**config.mk**
```make
export PLATFORM = sky130hd
export DESIGN_NAME = sdspi_ctrl
export DESIGN_NICKNAME = d
export VERILOG_FILES = /design/src/sdspi_pkg.sv /design/src/sdspi_ctrl.sv
export SDC_FILE = /design/constraint.sdc
export NUM_CORES = 1
export LEC_CHECK = 0
export BUFFER_PORTS_ARGS = -buffer_cell sky130_fd_sc_hd__buf_4
export CORE_AREA = 10 10 47 49
export DETAILED_ROUTE_END_ITERATION = 16
export DIE_AREA = 0 0 57 59
export HOLD_SLACK_MARGIN = 0.03
export SYNTH_ARGS = -nofsm -noshare
export SYNTH_HDL_FRONTEND = slang
export SYNTH_SLANG_ARGS = --single-unit
```
**constraint.sdc**
```tcl
create_clock -name clk_i -period 2.2 [get_ports clk_i]
set_clock_uncertainty 0.15 [all_clocks]
set_input_delay 0.22 -clock clk_i [delete_from_list [all_inputs] [get_ports clk_i]]
set_output_delay 0.22 -clock clk_i [all_outputs]
set_load 0.02 [all_outputs]
```
**src/sdspi_pkg.sv**
```systemverilog
// ----------------------------------------------------------------------------
// sdspi_pkg
// shared types and constants of the spi-mode sd card slave
// ----------------------------------------------------------------------------
package sdspi_pkg;

  localparam int unsigned Blocks     = 64;
  localparam int unsigned BlkBytes   = 512;
  localparam int unsigned BlkW       = $clog2(Blocks);
  localparam int unsigned StoreAw    = $clog2(Blocks * BlkBytes);
  localparam int unsigned OffW       = $clog2(BlkBytes);

  localparam logic [7:0] ByteFf      = 8'hff;
  localparam logic [7:0] TokStart    = 8'hfe;
  localparam logic [7:0] Crc0        = 8'h95;
  localparam logic [7:0] DataAcc     = 8'h05;

  // command numbers
  localparam logic [5:0] CmdGoIdle  = 6'd0;
  localparam logic [5:0] CmdIfCond  = 6'd8;
  localparam logic [5:0] CmdRead    = 6'd17;
  localparam logic [5:0] CmdWrite   = 6'd24;
  localparam logic [5:0] CmdOpCond  = 6'd41;
  localparam logic [5:0] CmdAppCmd  = 6'd55;
  localparam logic [5:0] CmdReadOcr = 6'd58;

  typedef enum logic [2:0] {
    PH_IDLE     = 3'd0,
    PH_READY    = 3'd1,
    PH_COMMAND  = 3'd2,
    PH_RESPONSE = 3'd3,
    PH_TOKEN    = 3'd4,
    PH_DATA     = 3'd5,
    PH_NONE     = 3'd7
  } phase_e;

  // response source selection
  typedef enum logic [3:0] {
    RS_NONE,
    RS_CMD0,
    RS_CMD8,
    RS_RD_START,
    RS_RD_DATA,
    RS_RD_CRC,
    RS_R1,
    RS_OCR,
    RS_WR_ACK
  } rsrc_e;

  typedef enum logic [1:0] {
    CTL_IDLE,
    CTL_FETCH,
    CTL_WAIT,
    CTL_OUT
  } ctl_e;

  typedef struct packed {
    logic       sel_chg;
    logic       sel_lvl;
    logic       cmd_shift;
    logic       cmd_done;
    logic       rd_req;
  } dp_cmd_t;

  typedef struct packed {
    logic [7:0] miso;
    logic       busy;
  } dp_sts_t;

endpackage

```
**src/sdspi_ctrl.sv**
```systemverilog
// ----------------------------------------------------------------------------
// sdspi_ctrl
// handshake sequencer: fetches store data, steps datapath, holds result
// ----------------------------------------------------------------------------
module sdspi_ctrl (
  input  logic                clk_i,
  input  logic                rst_ni,
  input  logic                in_valid_i,
  output logic                in_ready_o,
  input  logic                kind_i,
  input  logic                select_i,
  output logic                out_valid_o,
  input  logic                out_ready_i,
  input  sdspi_pkg::dp_sts_t  sts_i,
  output sdspi_pkg::dp_cmd_t  cmd_o
);
  import sdspi_pkg::*;

  ctl_e state_q, state_d;
  logic kind_q, sel_q, busy_q;

  always_ff @(posedge clk_i or negedge rst_ni) begin
    if (!rst_ni) begin
      state_q <= CTL_IDLE;
      kind_q  <= 1'b0;
      sel_q   <= 1'b0;
      busy_q  <= 1'b1;
    end else begin
      state_q <= state_d;
      busy_q  <= sts_i.busy;
      if (in_valid_i && in_ready_o) begin
        kind_q <= kind_i;
        sel_q  <= select_i;
      end
    end
  end

  always_comb begin
    state_d = state_q;
    unique case (state_q)
      CTL_IDLE:  if (in_valid_i && in_ready_o) state_d = CTL_FETCH;
      CTL_FETCH: state_d = CTL_WAIT;
      CTL_WAIT:  state_d = CTL_OUT;
      CTL_OUT:   if (out_ready_i) state_d = CTL_IDLE;
      default:   state_d = CTL_IDLE;
    endcase
  end

  // store data is read in fetch, registered by wait; datapath steps in wait
  always_comb begin
    in_ready_o  = (state_q == CTL_IDLE) && !sts_i.busy && !busy_q;
    out_valid_o = (state_q == CTL_OUT);
    cmd_o       = '0;
    cmd_o.rd_req = (state_q == CTL_FETCH);
    if (state_q == CTL_WAIT) begin
      cmd_o.sel_chg   = kind_q;
      cmd_o.sel_lvl   = sel_q;
      cmd_o.cmd_shift = !kind_q;
    end
  end
endmodule
```
==> results of run 1 <==
## routing by layer
| layer | GRT usage | up-vias |
|---|---|---|
| met2 | 0.0620 | 8 |
| met5 | 0 | - |
| met3 | 0.0193 | 0 |
| li1 | - | 115 |
| met1 | 0.0334 | 98 |
| met4 | 0.0503 | 0 |
## area by class of cell
type                            instances  area share
Sequential cell                         5       0.281
Inverter                                2      0.0167
Multi-Input combinational cell         17       0.356
Timing Repair Buffer                   14       0.244
Clock buffer                            4      0.0583
Tap cell                               16      0.0444
## per-stage QoR
step	util	hold WS (ps)
final	0.321	63.7
after detailed placement	0.288	-126
after CTS	0.321	54.2
after global routing	0.321	59.5
after global placement	0.288	-126
after floorplan	-	-226
## report_power, final
group	switching [mW]	total, mW	internal [mW]
registers	0.0298	0.163	0.133
clock network	0.0348	0.103	0.0684
logic	0.144	0.294	0.150
## worst max-delay path: stages
cell           delay [ps]
dlygate4sd3_1         540
buf_4                 140
or3b_1                380
a21oi_2               180
mux2_1                330
## worst max path at each step
stage,from,to,cells after the start
after floorplan,state_q[0],in_ready_o,3
after global placement,state_q[0],sel_q,4
after detailed placement,state_q[0],sel_q,4
after CTS,sts_i[0],state_q[1],5
after global routing,sts_i[0],state_q[1],5
final,sts_i[0],state_q[1],5
## cell usage after synthesis (all sizes together)
cell type  n  area share
dfrtp      4        0.33
ha         4        0.17
mux2       3        0.11
and2       2       0.041
inv        2       0.025
nor2b      2       0.041
a21oi      1       0.029
and4bb     1       0.041
buf        1       0.025
conb       1       0.012
dfstp      1       0.087
nor3b      1       0.025
o32a       1       0.033
or3b       1       0.029
## logic make-up after synthesis
logic type | count (synthesis) | share of synthesized area
mux | 3 | 0.112
simple gates | 7 | 0.178
other cells | 1 | 0.0124
compound gates | 2 | 0.0622
flops | 5 | 0.419
fa+ha+maj | 4 | 0.166
buf+inv | 3 | 0.0498
## sequential cells by signal, summed over array words and instances, names as in the netlist
signal / count
sel_q: 1
busy_q: 1
state_q: 2
kind_q: 1
## layout by cell type (no fill, tap or decap), drive strengths merged, types with 2 or more instances in the layout
cell         count
and2             2
buf             12
clkbuf           4
dfrtp            4
dlygate4sd3      2
ha               4
inv              2
mux2             3
nor2b            2
==> impl_metrics.toml, run 1 <==
[worst_hold_path]
hold_start = "select_i"
min_path_cells = 2
hp-class = "in -> reg"
hold_path_end = "sel_q"

[sta]
setup_viol = 0
fin_setup_tns_ps = 0
rsz0062_at_grt = "no"
slew_violations = 0
fin_crit_sh = 0.831
post-route-min-period_ps = 1830
hold_viol = 0
setup_slack_ps = 371
max_freq_mhz = 547

[placed_design]
port_buffers = 12
place_inst = 52
dp_slack_ps = 624
placed_area_um2 = 404
gp_congestion = 0.701
dp_hpwl_um = 531

[critical_path]
crit_type = "in -> reg"
crit_required_ps = 2170
start_kind = "input port"
end_kind = "flop"
rr_startpoint = "state_q[0]"
reg2reg_depth = 4
reg2reg_to = "sel_q"
path_max_fanout = 4
worst-endpoint-arrival_ps = 1800
worst-r2r-setup-slack_ps = 630

[layout]
synthToLayoutAreaGrowth_pct = 49.4
multiInputGateArea_um2 = 160
regArea_um2 = 126
fill_cells = 143
nets = 62
diodes = 0
drive_gt1_frac = 0.476
final_cell_area_um2 = 450
fin_cells = 58

[yosys]
avgSynthCellArea_um2 = 12.1
synth_nets = 44
synth-seq-area-share = 0.419
yosysUniqueCellTypes = 15
synthesis.area_um2 = 302
ys_seq_elements = 5
yosys_warnings = 0
synth_cells = 25

[grt]
grt_pass1_wl_um = 1030
grt_pass1_vias = 254
antenna_found_initial = 0
grt_max_degree = 6
grt_use_total = 0.0398
grt-ovfl-total = 0

[drt]
wl_met2_um = 323
drt-vias-per-instance = 3.81
wirelength_um = 607
top_layer_used = "met3"
post_drt_wl_per_cell_um = 10.5
wl_met1_um = 229
drc = 0
via_count = 221
drt-pass1-iter-count = 2
drt-initial-drc-count = 7
ant_nets = 0
route.met3.wl_um = 54

[pwr]
ir_drop_mv = 0.487
power_uw = 560
power.leakage_nw = 0.221
powerDensity_mw_per_mm2 = 1240

[die]
dieArea_mm2 = 0.00336
initial_core_util = 0.215
ios = 22
rows = 14
die_x_um = 57
die_h_um = 59
core-area_mm2 = 0.00140

[cts]
clock_latency_ps = 240
clock_path_buffers = 2
cts_root_buf = "clkbuf_4"
cts_resized = 0
hold_buffers = 2
cts_buffers = 3
path_clk_slew_ps = 40
cts_max_level = 1
postCtsSetupBuffers = 0
cts_sinks = 5
cts_tree = "yes"

[outcome]
status = "complete, no violations"

[run]
drv_cap = 0
Power figures use the tool's default switching activity.
==> run 2: changes to the inputs <==
--- a/config.mk
+++ b/config.mk
@@ -5,6 +5,7 @@
 export SDC_FILE = /design/constraint.sdc
 export NUM_CORES = 1
 export LEC_CHECK = 0
+export ABC_AREA = 1
 export BUFFER_PORTS_ARGS = -buffer_cell sky130_fd_sc_hd__buf_4
 export CORE_AREA = 10 10 47 49
 export DETAILED_ROUTE_END_ITERATION = 16
==> constraint.sdc (replaced) <==
create_clock -name clk_i -period 1.8 [get_ports clk_i]
set_clock_uncertainty 0.15 [all_clocks]
set_input_delay 0.18 -clock clk_i [delete_from_list [all_inputs] [get_ports clk_i]]
set_output_delay 0.18 -clock clk_i [all_outputs]
set_load 0.02 [all_outputs]
==> impl_metrics.toml, run 2 <==
[outcome]
status = "complete, no violations"

[grt]
antenna_found_initial = 0
grt_pass1_wl_um = 1140
grt_max_degree = 6
grt_pass1_vias = 310
grt_use_total = 0.0430
grt-ovfl-total = 0

[critical_path]
path_max_fanout = 4
critical_path.cell_chain = "inv_1 > ha_1 > inv_2 > nor3_2 > buf_4"
start_kind = "flop"
rr_startpoint = "state_q[0]"
crit_type = "reg -> out"
crit_required_ps = 1470
cp_num_buf_inv = 3
end_kind = "primary output"
crit_start = "state_q[0]"
slowest_delay_ps = 410
path_delay_family = "flip-flops"
crit_slowest_cell = "dfrtp_1"
worst-endpoint-arrival_ps = 1350

[sta]
post-route-min-period_ps = 1680
setup_viol = 0
whs_ps = 36.4
max_freq_mhz = 594
fin_crit_sh = 0.935
hold_viol = 0
fin_setup_tns_ps = 0
rsz0062_at_grt = "no"
slew_violations = 0

[cts]
clock_latency_ps = 230
cts_root_buf = "clkbuf_4"
cts_tree = "yes"
cts_max_level = 1
cts_buffers = 3
path_clk_slew_ps = 40
clock_path_buffers = 2
cts_sinks = 5
postCtsSetupBuffers = 0

[yosys]
synth_nets = 60
synth-seq-area-share = 0.395
synth-compound-area-share = 0
synth_xor_area_frac = 0
synth.area.top_cells = "dfrtp_1 (31%), nand2_1 (16%), ha_1 (16%)"
synth_fa_ha_area_frac = 0.156
synth_simple_gate_area_share = 0.309
yosysUniqueCellTypes = 12
synthesis.area_um2 = 320
synth_top_family_by_area = "simple AND/OR/NAND/NOR gates"
synthTopCellsByCount = "nand2_1 (14), inv_1 (7), dfrtp_1 (4), ha_1 (4), nand3_1 (4)"
synthMuxAreaShare = 0
ys_seq_elements = 5
ys.flop_type = "dfrtp_1"
synth.most_common_cell = "nand2_1"
yosys_warnings = 0
synth_edf_count = 0
synth_top_cell_area_share = 0.313
yosys.area.top_type = "dfrtp_1"
async_flop_share = 1.00
avgSynthCellArea_um2 = 7.81
synth_cells = 41

[layout]
largest_register_ffs = 2
regArea_um2 = 126
regMostFlops = "state_q"
synthToLayoutAreaGrowth_pct = 49.6
final_cell_area_um2 = 479
layout_commonest_cell = "nand2_1"
fill_cells = 159
diodes = 0
nets = 79
drive_gt1_frac = 0.339
multiInputGateArea_um2 = 153
final_cell_mix = "nand2_1 (14), buf_4 (12), inv_1 (7)"

[pwr]
ir_drop_mv = 0.469
powerDensity_mw_per_mm2 = 1460
power_uw = 701
power.leakage_nw = 0.290

[die]
core-area_mm2 = 0.00140
die_x_um = 57
initial_core_util = 0.229
rows = 14
dieArea_mm2 = 0.00336
die_h_um = 59
ios = 22

[drt]
post_drt_wl_per_cell_um = 8.81
drc = 0
ant_nets = 0
drt-pass1-iter-count = 2
via_count = 295
drt-initial-drc-count = 1
wirelength_um = 661
drt-vias-per-instance = 3.93

[worst_hold_path]
hp-class = "in -> reg"
hold_start = "kind_i"

[placed_design]
dp_hpwl_um = 592
placed_area_um2 = 423
port_buffers = 12
gp_congestion = 0.668

[run]
drv_cap = 0
run 2: tightest hold or removal path: stages:
cell and delay (ps):
buf_4 80, nand3_1 70, nand2_1 60
run 2: repair_timing:
item	CTS	global route
gates resized for setup	0	0
endpoints found under the hold margin	7	0
endpoints found under the setup margin	0	0
hold buffers	3	0
run 2: cells by family (layout without fill, tap and decap cells):
logic type | after synthesis | count (layout)
buf+inv | 10 | 28
other cells | 1 | 1
fa+ha+maj | 4 | 4
simple gates | 21 | 21
flops | 5 | 5
run 2: path summary, 6_finish.rpt:
kind | to | slack, ps | depth (start not counted)
setup / recovery | in_ready_o | 120 | 5
hold / removal | kind_q | 40 | 3
setup reg to reg | state_q[1] | 380 | 7
hold reg to reg | sel_q | 340 | 2
max in group asynchronous | busy_q | 1170 | 2
min in group asynchronous | kind_q | 140 | 2
run 2: report_power, final:
group,switching [mW],internal (mW)
registers,0.0394,0.161
clock network,0.0403,0.0834
logic,0.221,0.156
total,0.300,0.400
run 2: through the flow:
stage,instances,util,setup slack [ps]
after floorplan,41,-,349
after global placement,68,0.302,340
after detailed placement,68,0.302,344
after CTS,75,0.342,84.5
after global routing,75,0.342,9.53
final,75,0.342,118
run 2: layout make-up:
| cell class | instances | area share |
|---|---|---|
| inverters | 9 | 0.0705 |
| well taps | 16 | 0.0418 |
| clock buffers | 4 | 0.0548 |
| flip-flops and latches | 5 | 0.264 |
| repair buffers | 15 | 0.251 |
| multi-input cells | 26 | 0.319 |
run 2: per-layer routing:
layer,vias up,wire [um],track usage
met3,0,36,0.0279
met2,5,377,0.0744
li1,159,-,-
met4,0,0,0.0302
met5,-,0,0
met1,131,248,0.0348
